[src/design/gbuf_pkg.sv]
// shared constants, codes and tables for the grid barrier union-find block
package gbuf_pkg;

	localparam int RANK_W = 4;
	localparam int DAY_W  = 12;
	localparam int CFG_W  = 7;
	localparam int CELL_W = 6;

	localparam logic [RANK_W-1:0] RANK_MAX = 4'd15;
	localparam logic [DAY_W-1:0]  DAY_MAX  = 12'd4095;

	// register indexes on the config channel
	localparam logic REG_GRID_ROWS = 1'b0;
	localparam logic REG_GRID_COLS = 1'b1;

	// step codes of the per-cell sequence; 0..7 are the neighbors
	localparam logic [3:0] STEP_LEFT  = 4'd8;
	localparam logic [3:0] STEP_RIGHT = 4'd9;
	localparam logic [3:0] STEP_CHECK = 4'd10;

	// row offset of neighbor k
	function automatic logic signed [1:0] nbr_dr(input logic [2:0] k);
		logic signed [1:0] d;
		unique case (k)
			3'd0, 3'd1, 3'd2: d = -2'sd1;
			3'd3, 3'd4:       d = 2'sd0;
			default:          d = 2'sd1;
		endcase
		return d;
	endfunction

	// column offset of neighbor k
	function automatic logic signed [1:0] nbr_dc(input logic [2:0] k);
		logic signed [1:0] d;
		unique case (k)
			3'd0, 3'd3, 3'd5: d = -2'sd1;
			3'd1, 3'd6:       d = 2'sd0;
			default:          d = 2'sd1;
		endcase
		return d;
	endfunction

endpackage

[src/design/gbuf_seq.sv]
// sequencer: clear sweep, mark, neighbor unions by rank, root walks, result beat
module gbuf_seq #(
	parameter int MAX_ROWS = 64,
	parameter int MAX_COLS = 64,
	parameter int NODES = MAX_ROWS * MAX_COLS + 2,
	parameter int AW = $clog2(NODES),
	parameter int DW = AW + gbuf_pkg::RANK_W + 1
) (
	input  logic                           clk,
	input  logic                           arst_n,
	input  logic                           in_valid,
	output logic                           in_ready,
	input  logic [gbuf_pkg::CELL_W-1:0]    in_row,
	input  logic [gbuf_pkg::CELL_W-1:0]    in_col,
	input  logic                           in_new,
	output logic                           out_valid,
	input  logic                           out_ready,
	output logic [gbuf_pkg::DAY_W-1:0]     out_day,
	output logic                           out_blocked,
	input  logic                           cfg_valid,
	input  logic                           cfg_index,
	input  logic [gbuf_pkg::CFG_W-1:0]     cfg_data,
	output logic                           mem_we,
	output logic [AW-1:0]                  mem_addr,
	output logic [DW-1:0]                  mem_wdata,
	input  logic [DW-1:0]                  mem_rdata
);

	typedef enum logic [11:0] {
		S_IDLE     = 12'b000000000001,
		S_CLR      = 12'b000000000010,
		S_START    = 12'b000000000100,
		S_MARK_RD  = 12'b000000001000,
		S_MARK_WR  = 12'b000000010000,
		S_STEP     = 12'b000000100000,
		S_NB_RD    = 12'b000001000000,
		S_NB_CHK   = 12'b000010000000,
		S_FIND_RD  = 12'b000100000000,
		S_FIND_CHK = 12'b001000000000,
		S_LINK     = 12'b010000000000,
		S_BUMP     = 12'b100000000000
	} state_t;

	localparam logic [AW-1:0] LEFT_NODE  = AW'(0);
	localparam logic [AW-1:0] RIGHT_NODE = AW'(1);
	localparam logic [AW-1:0] LAST_NODE  = AW'(NODES - 1);

	state_t st_q;
	logic [AW-1:0] clr_q, cur_q, node_q, nb_q, ra_q;
	logic [gbuf_pkg::RANK_W-1:0] rka_q;
	logic fa_q, fb_q, phase_q, blocked_q, out_valid_q, out_blocked_q, done_q;
	logic [3:0] step_q;
	logic [gbuf_pkg::CELL_W-1:0] row_q, col_q;
	logic [gbuf_pkg::CFG_W-1:0] rows_q, cols_q;
	logic [gbuf_pkg::DAY_W-1:0] day_q, out_day_q;

	logic [8:0] rows_eff, cols_eff;
	logic signed [9:0] nr, nc;
	logic nb_ok, in_grid;
	logic [AW-1:0] cell_node, nbr_node;
	logic rd_flood;
	logic [gbuf_pkg::RANK_W-1:0] rd_rank;
	logic [AW-1:0] rd_parent;
	logic load_out;

	assign rd_flood  = mem_rdata[DW-1];
	assign rd_rank   = mem_rdata[AW +: gbuf_pkg::RANK_W];
	assign rd_parent = mem_rdata[AW-1:0];

	assign rows_eff = ({2'b0, rows_q} > 9'(MAX_ROWS)) ? 9'(MAX_ROWS) : {2'b0, rows_q};
	assign cols_eff = ({2'b0, cols_q} > 9'(MAX_COLS)) ? 9'(MAX_COLS) : {2'b0, cols_q};
	assign in_grid  = ({3'b0, row_q} < rows_eff) && ({3'b0, col_q} < cols_eff);

	assign nr = signed'({4'b0, row_q}) + 10'(gbuf_pkg::nbr_dr(step_q[2:0]));
	assign nc = signed'({4'b0, col_q}) + 10'(gbuf_pkg::nbr_dc(step_q[2:0]));
	assign nb_ok = !nr[9] && !nc[9] && (nr < signed'({1'b0, rows_eff}))
		&& (nc < signed'({1'b0, cols_eff}));
	assign cell_node = AW'(32'(row_q) * MAX_COLS + 32'(col_q) + 2);
	assign nbr_node  = AW'(32'(nr[8:0]) * MAX_COLS + 32'(nc[8:0]) + 2);

	// final check done and the output register free this cycle
	assign load_out = (st_q == S_LINK) && (step_q == gbuf_pkg::STEP_CHECK)
		&& (!out_valid_q || out_ready);

	assign in_ready    = (st_q == S_IDLE);
	assign out_valid   = out_valid_q;
	assign out_day     = out_day_q;
	assign out_blocked = out_blocked_q;

	// memory port mux
	always_comb begin
		mem_we    = 1'b0;
		mem_addr  = cur_q;
		mem_wdata = {1'b0, gbuf_pkg::RANK_W'(0), clr_q};
		unique case (st_q)
			S_CLR: begin
				mem_we   = 1'b1;
				mem_addr = clr_q;
			end
			S_MARK_RD: mem_addr = node_q;
			S_MARK_WR: begin
				mem_we    = 1'b1;
				mem_addr  = node_q;
				mem_wdata = {1'b1, rd_rank, rd_parent};
			end
			S_NB_RD: mem_addr = nb_q;
			S_LINK: begin
				if (step_q != gbuf_pkg::STEP_CHECK && ra_q != cur_q) begin
					mem_we = 1'b1;
					if (rka_q <= rd_rank) begin
						mem_addr  = ra_q;
						mem_wdata = {fa_q, rka_q, cur_q};
					end else begin
						mem_addr  = cur_q;
						mem_wdata = {rd_flood, rd_rank, ra_q};
					end
				end
			end
			S_BUMP: begin
				// ranks were equal, so the new root rank is rka_q + 1
				mem_we    = 1'b1;
				mem_addr  = cur_q;
				mem_wdata = {fb_q, rka_q + 1'b1, cur_q};
			end
			default: ;
		endcase
	end

	// config registers
	always_ff @(posedge clk or negedge arst_n) begin
		if (!arst_n) begin
			rows_q <= 7'd64;
			cols_q <= 7'd64;
		end else if (cfg_valid) begin
			if (cfg_index == gbuf_pkg::REG_GRID_ROWS) rows_q <= cfg_data;
			else cols_q <= cfg_data;
		end
	end

	always_ff @(posedge clk or negedge arst_n) begin
		if (!arst_n) begin
			st_q        <= S_CLR;
			clr_q       <= '0;
			done_q      <= 1'b0;
			step_q      <= '0;
			phase_q     <= 1'b0;
			day_q       <= '0;
			blocked_q   <= 1'b0;
			out_valid_q <= 1'b0;
		end else begin
			if (out_valid_q && out_ready && !load_out) out_valid_q <= 1'b0;
			unique case (st_q)
				S_IDLE: begin
					if (in_valid) begin
						row_q  <= in_row;
						col_q  <= in_col;
						done_q <= 1'b1;
						if (in_new) begin
							day_q     <= '0;
							blocked_q <= 1'b0;
							clr_q     <= '0;
							st_q      <= S_CLR;
						end else begin
							st_q <= S_START;
						end
					end
				end
				S_CLR: begin
					clr_q <= clr_q + 1'b1;
					if (clr_q == LAST_NODE) begin
						// after reset there is no item waiting
						st_q <= done_q ? S_START : S_IDLE;
					end
				end
				S_START: begin
					node_q <= cell_node;
					if (in_grid) begin
						step_q <= '0;
						st_q   <= S_MARK_RD;
					end else begin
						step_q <= gbuf_pkg::STEP_CHECK;
						ra_q   <= '0;
						cur_q  <= '1;
						st_q   <= S_LINK;
					end
				end
				S_MARK_RD: st_q <= S_MARK_WR;
				S_MARK_WR: st_q <= S_STEP;
				S_STEP: begin
					phase_q <= 1'b0;
					priority if (step_q == gbuf_pkg::STEP_CHECK) begin
						cur_q <= LEFT_NODE;
						nb_q  <= RIGHT_NODE;
						st_q  <= S_FIND_RD;
					end else if (step_q == gbuf_pkg::STEP_RIGHT) begin
						cur_q <= node_q;
						nb_q  <= RIGHT_NODE;
						if ({3'b0, col_q} + 9'd1 == cols_eff) st_q <= S_FIND_RD;
						else step_q <= step_q + 1'b1;
					end else if (step_q == gbuf_pkg::STEP_LEFT) begin
						cur_q <= node_q;
						nb_q  <= LEFT_NODE;
						if (col_q == '0) st_q <= S_FIND_RD;
						else step_q <= step_q + 1'b1;
					end else begin
						cur_q <= node_q;
						nb_q  <= nbr_node;
						if (nb_ok) st_q <= S_NB_RD;
						else step_q <= step_q + 1'b1;
					end
				end
				S_NB_RD: st_q <= S_NB_CHK;
				S_NB_CHK: begin
					if (rd_flood) begin
						st_q <= S_FIND_RD;
					end else begin
						step_q <= step_q + 1'b1;
						st_q   <= S_STEP;
					end
				end
				S_FIND_RD: st_q <= S_FIND_CHK;
				S_FIND_CHK: begin
					if (rd_parent != cur_q) begin
						cur_q <= rd_parent;
						st_q  <= S_FIND_RD;
					end else if (!phase_q) begin
						ra_q    <= cur_q;
						rka_q   <= rd_rank;
						fa_q    <= rd_flood;
						phase_q <= 1'b1;
						cur_q   <= nb_q;
						st_q    <= S_FIND_RD;
					end else begin
						// root of b stays in cur_q, its entry on the read port
						st_q <= S_LINK;
					end
				end
				S_LINK: begin
					if (step_q == gbuf_pkg::STEP_CHECK) begin
						if (in_grid && ra_q == cur_q) blocked_q <= 1'b1;
						if (!out_valid_q || out_ready) begin
							out_valid_q   <= 1'b1;
							out_day_q     <= day_q;
							out_blocked_q <= blocked_q || (in_grid && ra_q == cur_q);
							day_q         <= (day_q == gbuf_pkg::DAY_MAX) ? day_q
								: day_q + 1'b1;
							done_q        <= 1'b0;
							st_q          <= S_IDLE;
						end
					end else if (ra_q != cur_q && rka_q == rd_rank
							&& rd_rank != gbuf_pkg::RANK_MAX) begin
						// keep the flooded bit of root b for the rank write
						fb_q <= rd_flood;
						st_q <= S_BUMP;
					end else begin
						step_q <= step_q + 1'b1;
						st_q   <= S_STEP;
					end
				end
				S_BUMP: begin
					step_q <= step_q + 1'b1;
					st_q   <= S_STEP;
				end
				default: st_q <= S_IDLE;
			endcase
		end
	end

endmodule

[config.mk]
export PLATFORM = sky130hd
export DESIGN_NAME = gbuf_seq
export DESIGN_NICKNAME = d
export VERILOG_FILES = /design/src/design/gbuf_pkg.sv /design/src/design/gbuf_seq.sv
export SDC_FILE = /design/constraint.sdc
export NUM_CORES = 1
export LEC_CHECK = 0
export BUFFER_PORTS_ARGS = -buffer_cell sky130_fd_sc_hd__buf_2
export CAP_MARGIN = 20
export CORE_MARGIN = 5
export CORE_UTILIZATION = 42
export CTS_BUF_LIST = sky130_fd_sc_hd__clkbuf_4 sky130_fd_sc_hd__clkbuf_8 sky130_fd_sc_hd__clkbuf_16
export CTS_CLUSTER_DIAMETER = 40
export DETAILED_ROUTE_END_ITERATION = 6
export PLACE_DENSITY = 0.7
export SLEW_MARGIN = 20
export SYNTH_ARGS = -nofsm -noshare
export SYNTH_HDL_FRONTEND = slang
export SYNTH_SLANG_ARGS = --single-unit
export TNS_END_PERCENT = 30
[constraint.sdc]
create_clock -name clk -period 4.2 [get_ports clk]
set_input_delay 0.84 -clock clk [delete_from_list [all_inputs] [get_ports clk]]
set_output_delay 0.84 -clock clk [all_outputs]
set_load 0.02 [all_outputs]
## Word-level counts from Yosys, hierarchy flattened

Cells that the tools add are included.

- Word-level logic and storage cells: 223
- Output and inout port bits: 47
- Flip-flop bits (word level): 142
- ROM bits: 0
- Latch bits: 0
- Memories: 0
- RAM bits: 0

- $lt $le $gt $ge: 7
- Add/subtract/negate cells: 11
- Mux-type cells: 75
- Divide/modulo/power cells: 0
- Bitwise logic cells: 4
- Equality and inequality tests: 52
- Shift-type cells: 0
- Multiply operators: 0
- Reduce and logical (&&, ||, !) cells: 52

Operators with widths:

| operator | count |
|---|---|
| 2-to-1 mux 12 bit | 16 |
| 2-to-1 mux 13 bit | 11 |
| case mux 12 bit (11 select lines) | 1 |
| case mux 18 bit (3 select lines) | 1 |
| case mux 13 bit (2 select lines) | 2 |
| case mux 13 bit (4 select lines) | 1 |
| 2-to-1 mux 4 bit | 10 |
| case mux 13 bit (3 select lines) | 1 |
| 2-to-1 mux 18 bit | 2 |
| 2-to-1 mux 11 bit | 3 |
| adder 13 x 2 -> 13 bit (second input constant) | 2 |
| inequality test 13 bit | 2 |
| == test 12 bit (second input constant) | 2 |
| case mux 12 bit (2 select lines) | 1 |
| inequality test 2 bit (second input constant) | 10 |
| inequality test 4 bit (second input constant) | 5 |
| case mux 4 bit (5 select lines) | 1 |
| AND reduction 4 bit | 5 |
| adder 7 x 2 -> 8 bit | 2 |
| < comparator 8 bit | 2 |
| greater-than comparator 7 bit (second input constant) | 2 |
| < comparator 6 x 7 -> 1 bit | 2 |
| 2-to-1 mux 1 bit | 14 |
| 2-to-1 mux 7 bit | 2 |
| 50 further kinds | 101 |

## Logic depth before layout (Yosys ltp)

Gate-level depths: netlist (run 1).

- Depth in word-level cells: 13
- Mapped depth: 21
- Mapped depth without buffers: 21

## Worst setup path before layout (run 1)

No wires, ideal clock.

- Kind: register -> register
- From: reg step_q[1]
- To: reg step_q[0]
- Data arrival time: 4274 ps
- Setup time: 125 ps
- Data required time: 4075 ps
- Buffers on the path: 0
- Cell stages (with the launch flop): 20
- Path slack: -199 ps
- Path through: dfrtp_1 > inv_1 > ha_1 > and2_0 > a211oi_1 > inv_1 > ha_1 > o21ai_0 > nor2_1 > o21a_1 > nor2_1 > xor2_1 > ha_1 > nor4_1 > o21ai_0 > o2111ai_1 > o211ai_1 > or4_1 > nand4_1 > mux2_2

- Longest elaborated chain between the ends: 10

RTL lines:

| element | RTL line | source |
|---|---|---|
| start: declaration | gbuf_seq.sv:52 | `logic [3:0] step_q;` |
| start signal: assignment | gbuf_seq.sv:181 | `step_q <= gbuf_pkg::STEP_CHECK;` |
| start signal: assignment | gbuf_seq.sv:199 | `else step_q <= step_q + 1'b1;` |
| start signal: assignment | gbuf_seq.sv:204 | `else step_q <= step_q + 1'b1;` |
| parallel branches: the longest is 10 deep, another holds adder 7 x 2 -> 8 bit | -- |  |

Several ways; the timed one is not identified. The select of a mux whose other input is x is not followed.
A chain may end at the register's enable or synchronous reset.

## Worst setup path after layout (run 1)

- From: reg step_q[0]
- To: reg step_q[1]

The elaborated chain is that of the path after synthesis.

==> impl_results.md, run 1 <==
- Num CTS Buffers: 17
- Dominant synthesized flop cell: edfxtp_1
- Die Span Y: 160 µm
- Bufs on Longest Clock Path: 2
- Final hold vios: 0
- MaxCap Viol Count: 0
- GR Overflow Total: 0
- Sequential power share: 25.8%
- R2R Setup Slk: -90 ps
- Avg Inst Size Synth: 9.85 µm²
- Flops & latches, synth: 142
- Post-synth cell types: 85
- Maximum VDD drop: 0.000323 V
- Dpl ws: -191 ps
- Count leader, synth: nand2_1
- Clock Power Share: 20.9%
- CTS HTree Levels: 4
- TritonCTS clock tree: yes
- Switching portion of total power: 40.7%
- Nets: 1214
- Cell area power density: 618 mW/mm²
- Yosys warnings: 0
- Crit path launch type: flip-flop
- Critical path class: reg -> reg
- Failing checks: setup timing
- R2R cell count: 18
- Final instance area: 0.0116 mm²
- Root buf cell: clkbuf_16
- DR vias: 8217
- Fin worst setup slack: -86.8 ps
- Synth top cells by count: 95 x nand2_1, 83 x edfxtp_1, 77 x nor2_1
- Initial antenna violation count: 0
- Syn nets: 1065
- Fmax: 233 MHz
- Area post-placement: 0.0107 mm²
- Async SR Flop Fraction: 41.5%
- Final Cycle Share: 102%
- DR DRC count: 0
- Layout area overhead: 22.3%
- Synth top area share: 26.3%
- GP Congestion: 0.899
- Slew Viols, Final: 0
- WL per Instance: 19.0 µm
- Status: finished, violations left
- Synth Area in Compound Gates: 14.7%
- Sequential area share after synthesis: 41.9%
- DIE AREA: 0.0257 mm²
- Post-synthesis mux area share: 3.38%
- First-pass GRT wire length: 42400 µm
- Fill cells: 2026
- Top post-synthesis cells by area: edfxtp_1 26%, dfrtp_1 15%, ha_1 7.5%
- Port Buffers: 90
- Met2 wire length: 12400 µm
- Share of cells above drive strength 1: 25.8%
- Num Clock Sinks: 142
- Worst hold slack: 330 ps
- Via density: 5.83
- Core Region: 0.0224 mm²
- Die width: 160 µm
- Synthesized area: 0.00948 mm²
- Worst Clk Skew: 9.23 ps
- Leak: 4.84 nW
- Pre-antenna DRT Iters: 5
- Post-Synthesis Cells: 962
- Metal-1 WL: 12000 µm
- Slew headroom: 31.5%
- Largest net degree at the start of global routing: 47
- CTS Hold Bufs: 0
- Crit path max fanout: 4
- Metal3 WL: 1670 µm
- Drt initial violations: 705
- Post-route ant nets: 0
- Worst-margin pin slew: 1020 ps
- Min-delay worst type: in -> async
- Post-Synth Adder-Cell Area: 7.95%
- Max layer used: met4
- Logic pwr share: 53.3%
- Reg-to-Reg Start: step_q[0]$_DFFE_PN0P_
- RSZ-0062 raised after global routing: true
- Skew-Pair Late Insertion Delay: 420 ps
- Post-Synth XOR/XNOR Area: 7.35%
- Simple-gate share of the synthesized area: 21.5%
- WP data required: 4500 ps
- Row count: 55
- IO Count: 91
- Reg2reg end: step_q[1]$_DFFE_PN0P_
- Initial Utilization: 42.3%
- Post-DP HPWL: 19900 µm
- Total wire length: 26800 µm
- Sw Pwr: 2.92 mW
- Area leader, netlist: edfxtp_1
- Largest family of logic cells by synthesized area: simple AND/OR/NAND/NOR gates
- Global Route Usage Sum: 20.3%
- Crit. End Element: flip-flop
- Vias in the first global route: 7990
- Pint: 4.25 mW
- Clock-pin slew on the worst setup and hold paths: 70 ps
- Post-synth EDFFs: 83
- N_diodes: 0
- Crit path time final: 4290 ps
- Worst EP arrival: 4590 ps
- Setup violators final: 2
-- repair_timing --
action	4_1_cts	5_1_grt
setup buffers	5	1
setup endpoints to repair	8	29
endpoints found under the hold margin	0	0
resized for setup	45	24
pin swaps	24	3
-- worst max path at each step --
stage / from / endpoint / slack (ps) / cells after the start
5_1_grt: step_q[1]$_DFFE_PN0P_ / step_q[0]$_DFFE_PN0P_ / -310 / 18
4_1_cts: step_q[1]$_DFFE_PN0P_ / step_q[0]$_DFFE_PN0P_ / 0.3 / 21
3_3_place_gp: step_q[0]$_DFFE_PN0P_ / step_q[0]$_DFFE_PN0P_ / -50 / 17
3_5_place_dp: step_q[0]$_DFFE_PN0P_ / step_q[0]$_DFFE_PN0P_ / -190 / 19
2_1_floorplan: step_q[1]$_DFFE_PN0P_ / step_q[0]$_DFFE_PN0P_ / 20 / 19
6_report: step_q[0]$_DFFE_PN0P_ / step_q[1]$_DFFE_PN0P_ / -90 / 18
-- sequential cells by signal, indices dropped and copies added, names as in the netlist, 4 cells and up --
name,count
clr_q,13
cur_q,13
nb_q,13
node_q,13
ra_q,13
day_q,12
out_day,12
st_q,12
cols_q,7
rows_q,7
col_q,6
row_q,6
rka_q,4
step_q,4
-- worst max-delay path: stages, from the launching register on --
cell       delay (ps)
dfrtp_2           470
ha_4              190
ha_4              160
a211oi_4          280
inv_2             100
ha_1              320
nor2b_2           170
buf_4             130
o21a_1            190
a21oi_2           130
nor2_1             60
nor2_2            190
xnor2_2           170
ha_1              270
o2111ai_1          70
o211ai_1          180
or4_1             560
nand4_1           190
mux2_4            320
-- stage by stage --
step	instances	total power [mW]	util, %	TNS [ps]
finish	1409	7.17	51.7	-172
global placement	1371	5.12	47.6	-103
floorplan	962	3.99	-	0
CTS	1408	6.89	51.0	0
detailed placement	1371	5.19	47.6	-650
global route	1409	7.64	51.7	-1330
-- layout make-up --
class / instances / area, µm² / share of cell area, %
Clock inverter: 15 / 151 / 1.31
Multi-Input combinational cell: 752 / 5530 / 47.7
Sequential cell: 142 / 3980 / 34.3
Clock buffer: 17 / 425 / 3.67
Tap cell: 285 / 357 / 3.07
Inverter: 31 / 121 / 1.05
Timing Repair Buffer: 167 / 1040 / 8.97
-- kinds of logic (layout without fill, tap and decap cells) --
family          after synthesis  count (layout)
fa+ha+maj                    59              59
simple gates                382             382
xor+xnor                     78              78
mux                          30              30
compound gates              203             203
buf+inv                      68             230
flops                       142             142
-- power by group through the flow --
stage | logic [mW] | clock network (mW) | registers, mW
2_1_floorplan | 2.20 | 0 | 1.79
3_3_place_gp | 3.27 | 0 | 1.85
3_5_place_dp | 3.34 | 0 | 1.85
4_1_cts | 3.52 | 1.53 | 1.84
5_1_grt | 4.19 | 1.58 | 1.87
6_report | 3.82 | 1.50 | 1.85
-- layout by cell type (no fill, tap or decap), types with 33 or more instances in the layout --
cell type	netlist	layout
edfxtp_1	83	83
xor2_1	36	36
ha_1	57	48
buf_2	12	90
nand2_1	95	94
nor2_1	77	73
dfrtp_1	56	54
buf_4	2	74
o21ai_0	44	38
a21oi_1	48	41
nand3_1	33	33
xnor2_1	41	39
-- routing by layer --
| layer | up-vias | track usage, % |
|---|---|---|
| li1 | 3877 | - |
| met1 | 3953 | 28.6 |
| met2 | 332 | 31.5 |
| met3 | 55 | 3.66 |
| met4 | 0 | 7.20 |
| met5 | - | 0 |
(Power assumes the default switching activity.)
==> run 2, diff against run 1 <==
Settings changed: TNS_END_PERCENT 30 to 100.
==> impl_results.md, run 2 (same netlist as run 1, synthesis figures left out) <==
- First-pass GRT wire length: 42400 µm
- Crit path max fanout: 4
- Worst-margin pin slew: 1020 ps
- Worst EP arrival: 4590 ps
- Worst setup path start: step_q[0]$_DFFE_PN0P_
- Layout Cells excl Fill: 1411
- Placed Cells: 1371
- Share of cells above drive strength 1: 26.0%
- Crit path launch type: flip-flop
- Pwr Total: 7.17 mW
- Setup violators final: 2
- Critical path class: reg -> reg
- Core Region: 0.0224 mm²
- Skew-Pair Late Insertion Delay: 420 ps
- Fmax: 233 MHz
- Num CTS Buffers: 17
- Row count: 55
- DR DRC count: 0
- Slew Viols, Final: 0
- Initial antenna violation count: 0
- Drt initial violations: 667
- Pre-antenna DRT Iters: 5
- Status: finished, violations left
- Port Buffers: 90
- Worst Clk Skew: 9.56 ps
- Layout area overhead: 22.4%
- Slew headroom: 31.4%
- N_diodes: 0
- IO Count: 91
- GP Congestion: 0.899
- Min-delay worst type: in -> async
- Num Clock Sinks: 142
- Die Span Y: 160 µm
- Post-DP HPWL: 19900 µm
- MaxCap Viol Count: 0
- Cell area power density: 618 mW/mm²
- Root buf cell: clkbuf_16
- Initial Utilization: 42.3%
- Bufs on Longest Clock Path: 2
- CTS HTree Levels: 4
- RSZ-0062 raised after global routing: true
- Final instance area: 0.0116 mm²
- Global Route Usage Sum: 20.3%
- Largest net degree at the start of global routing: 47
- Crit path time final: 4290 ps
- WL per Instance: 18.9 µm
- Leak: 4.85 nW
- Post-route ant nets: 0
- Crit. End Element: flip-flop
- Final hold vios: 0
- Fin worst setup slack: -88.4 ps
- Total wire length: 26700 µm
- Via density: 5.86
- Vias in the first global route: 7990
- Maximum VDD drop: 0.000326 V
- CTS Hold Bufs: 0
- DR vias: 8275
- TritonCTS clock tree: yes
- GR Overflow Total: 0
- Clock-pin slew on the worst setup and hold paths: 70 ps
- Core Util, Final: 51.7%
- DIE AREA: 0.0257 mm²
- Final Cycle Share: 102%
- Die width: 160 µm
- Reg-to-Reg Start: step_q[0]$_DFFE_PN0P_
- Failing checks: setup timing
- Commonest non-fill, non-tap cell in the layout: nand2_1
- Commonest non-fill, non-tap cells in the layout: 94 x nand2_1, 90 x buf_2, 83 x edfxtp_1
- Area post-placement: 0.0107 mm²
- WP data required: 4500 ps
- Nets: 1216
-- run 2: stage by stage --
stage	hold slack [ps]	setup TNS [ps]	setup slack, ps
after detailed placement	488	-650	-191
after global placement	476	-103	-51.7
after CTS	329	0	0.332
after global routing	346	-1330	-307
after floorplan	458	0	23.2
final	332	-175	-88.4
-- run 2: per-layer routing --
| layer | GRT usage [%] | wire (µm) | vias up |
|---|---|---|---|
| met5 | 0 | 0 | - |
| met3 | 3.66 | 1900 | 56 |
| met1 | 28.6 | 11700 | 3964 |
| met2 | 31.5 | 12400 | 367 |
| li1 | - | - | 3888 |
| met4 | 7.20 | 691 | 0 |
-- run 2: path summary, 6_finish.rpt --
path | endpoint | slack [ps] | cells past startpoint
worst min register to register | out_day[11]$_DFFE_PP_ | 510 | 0
worst min-delay path | rows_q[3]$_DFFE_PN0P_ | 330 | 1
min in group clk | out_day[11]$_DFFE_PP_ | 510 | 0
worst max register to register | step_q[1]$_DFFE_PN0P_ | -90 | 18
worst max-delay path | step_q[1]$_DFFE_PN0P_ | -90 | 18
max in group asynchronous | step_q[1]$_DFFE_PN0P_ | 2820 | 2
-- run 2: power by group --
| group | total, mW | leakage, nW | switching (mW) | internal [mW] |
|---|---|---|---|---|
| clock network | 1.50 | 0.273 | 0.667 | 0.835 |
| logic | 3.82 | 3.04 | 2.08 | 1.75 |
| registers | 1.85 | 1.54 | 0.177 | 1.67 |
-- run 2: worst max-delay path, cell delays in order, from the launching register on --
cell       delay, ps
dfrtp_2          470
ha_4             190
ha_4             160
a211oi_4         280
inv_2            100
ha_1             320
nor2b_2          170
buf_4            130
o21a_1           190
a21oi_2          130
nor2_1            60
nor2_2           190
xnor2_2          170
ha_1             270
o2111ai_1         70
o211ai_1         180
or4_1            560
nand4_1          200
mux2_4           320
-- run 2: what timing repair did --
action / in CTS / in global routing
endpoints found under the hold margin: 0 / 0
pin swaps: 24 / 4
gates cloned: 0 / 0
endpoints found under the setup margin: 8 / 29
resized for setup: 45 / 24
setup buffers: 5 / 3
-- run 2: cell type report --
type | count | area, µm²
fill | 2025 | 10800
inverter | 31 | 121
clock inverter | 15 | 151
sequential | 142 | 3980
tap | 285 | 357
clock buffer | 17 | 425
timing repair buffer | 169 | 1050
multi-input combinational | 752 | 5520
==> run 3, diff against run 2 <==
Settings changed: ABC_AREA from default to 1.
==> impl_results.md, run 3 <==
- Fmax: 260 MHz
- Area post-placement: 0.0108 mm²
- Leak: 5.09 nW
- First-pass GRT wire length: 46100 µm
- Skew-Pair Late Insertion Delay: 420 ps
- Status: finished, final reports clean
- Critical path class: reg -> out
- Num Clock Sinks: 142
- Initial antenna violation count: 0
- Final Cycle Share: 91.4%
- Final instance area: 0.0114 mm²
- Critical path cell sequence: nor2_2 > nand2_2 > nor2_4 > nand2_2 > nand2_1 > o31ai_1 > nand2_1 > nand2_1 > buf_2
- Footprint of the multi-input gates: 0.00530 mm²
- Dominant synthesized flop cell: edfxtp_1
- IO Count: 91
- Vias in the first global route: 8808
- Die width: 164 µm
- Initial Utilization: 42.6%
- Bufs on Longest Clock Path: 2
- Slew Viols, Final: 0
- Flops & latches, synth: 142
- Worst setup path start: st_q[1]$_DFFE_PN1P_
- Crit path time final: 3840 ps
- Port Buffers: 90
- Fill cells: 2345
- Yosys warnings: 0
- Worst Clk Skew: 13.3 ps
- Dpl ws: 280 ps
- Reg area: 0.00397 mm²
- Crit path top cell by count: nand2_1
- Cell area power density: 548 mW/mm²
- Worst-margin pin slew: 1060 ps
- Synth top area share: 25.0%
- WL per Instance: 17.0 µm
- Top post-synthesis cells by area: edfxtp_1 25%, dfrtp_1 14%, nand2_1 13%
- Nets: 1455
- CTS HTree Levels: 4
- Layout Cells excl Fill: 1684
- Share of cells above drive strength 1: 15.8%
- Synthesized area: 0.00996 mm²
- Num CTS Buffers: 17
- Area leader, netlist: edfxtp_1
- Placed Cells: 1651
- Crit. End Element: primary output
- WP buf/inv: 1
- Critical path's top delay family: compound AO/OA/AOI/OAI gates
- Post-route ant nets: 0
- Async SR Flop Fraction: 41.5%
- Crit path launch type: flip-flop
- Layout area overhead: 14.8%
- Pre-antenna DRT Iters: 5
- Syn nets: 1361
- Avg Inst Size Synth: 7.92 µm²
- Hold Path Origin: rows_q[0]$_DFFE_PN0P_
- Die Span Y: 164 µm
- MaxCap Viol Count: 0
- Largest net degree at the start of global routing: 60
- DR vias: 9140
- Post-synth cell types: 62
- Setup TNS: 0 ps
- TritonCTS clock tree: yes
- Core Region: 0.0234 mm²
- N_diodes: 0
- Crit path max-delay cell type: o31ai_1
- Worst hold slack: 508 ps
- DIE AREA: 0.0269 mm²
- Total wire length: 28600 µm
- Global Route Usage Sum: 21.8%
- Synth top cells by count: 339 x nand2_1, 133 x inv_1, 106 x nor2_1
- Sequential area share after synthesis: 39.9%
- RSZ-0062 raised after global routing: false
- Min-delay worst type: reg -> reg
- Setup violators final: 0
- Slew headroom: 28.9%
- Post-DP HPWL: 22200 µm
- Drt initial violations: 966
- DR DRC count: 0
- Delay of the slowest cell on the worst path: 940 ps
- Post-CTS Setup Bufs: 0
- GR Overflow Total: 0
- Commonest non-fill, non-tap cells in the layout: 337 x nand2_1, 133 x inv_1, 106 x nor2_1
- Crit path max fanout: 9
- Post-Synthesis Cells: 1258
- Root buf cell: clkbuf_16
- Post-synth EDFFs: 83
- Fin worst setup slack: 360 ps
- Reg-to-Reg Start: step_q[1]$_DFFE_PN0P_
- Maximum VDD drop: 0.000285 V
- Via density: 5.43
- GP Congestion: 0.973
- Row count: 56
- Commonest non-fill, non-tap cell in the layout: nand2_1
- Final hold vios: 0
- Count leader, synth: nand2_1
- Clock-pin slew on the worst setup and hold paths: 60 ps
- Worst EP arrival: 3000 ps
- WP data required: 3360 ps
run 3: cell types whose count changed after synthesis, moves of 13 or more:
cell      delta
nor2b_1     -15
and2_1      -22
nand2_1    +244
mux2_2      -14
nor2_1      +29
o211ai_1    +13
xnor2_1     -27
inv_2       +15
inv_1      +103
nand3_1     +39
mux2i_1     -14
o21ai_0     +14
a221o_1     -17
a22oi_1     -17
run 3: timing repair:
item | 4_1_cts | 5_1_grt
hold buffers | 0 | 0
endpoints found under the setup margin | 0 | 11
resized for setup | 0 | 4
run 3: report_power, final:
| group | switching (mW) | internal, mW |
|---|---|---|
| clock network | 0.605 | 1.02 |
| logic | 1.87 | 0.946 |
| registers | 0.154 | 1.67 |
run 3: worst min-delay path: stages (launching register included):
cell and delay [ps]:
dfrtp_1 360, nand2_1 50, o21ai_0 60
run 3: through the flow:
| stage | power (mW) | util (%) |
|---|---|---|
| global placement | 4.55 | 46.0 |
| detailed placement | 4.61 | 46.0 |
| global route | 6.77 | 48.9 |
| floorplan | 3.92 | - |
| finish | 6.26 | 48.9 |
| CTS | 6.25 | 48.8 |
run 3: kinds of logic (layout without fill, tap and decap cells):
group / count (synthesis) / count (layout) / share of synthesized area [%]
flip-flops: 142 / 142 / 39.9
AO/OA/AOI/OAI: 196 / 196 / 12.3
AND/OR/NAND/NOR: 632 / 632 / 28.7
multiplexers: 2 / 2 / 0.226
XOR/XNOR: 47 / 47 / 4.21
adder cells (fa/ha/maj): 59 / 59 / 7.56
buffers and inverters: 180 / 287 / 7.13
run 3: final timing paths:
path,slack [ps],cells after the start,end
max in group asynchronous,2980,2,step_q[1]$_DFFE_PN0P_
setup reg to reg,360,24,nb_q[11]$_SDFFCE_PP0P_
hold reg to reg,510,2,rows_q[0]$_DFFE_PN0P_
min in group asynchronous,680,2,st_q[11]$_DFFE_PN0P_
hold / removal,510,2,rows_q[0]$_DFFE_PN0P_
setup / recovery,360,9,mem_addr[9]
run 3: layout make-up:
cell class	count	share of cell area [%]
inverters	151	4.98
clock inverters	7	0.843
well taps	319	3.49
multi-input cells	936	46.4
flip-flops and latches	142	34.7
repair buffers	104	4.86
clock buffers	25	4.72
run 3: metal layers:
layer / up-vias / part of all wire (%) / track usage (%)
met3: 61 / 8.0 / 4.64
met1: 4226 / 43 / 28.6
met2: 407 / 46 / 35.0
li1: 4446 / - / -
met5: - / 0 / 0
met4: 0 / 3.3 / 8.88
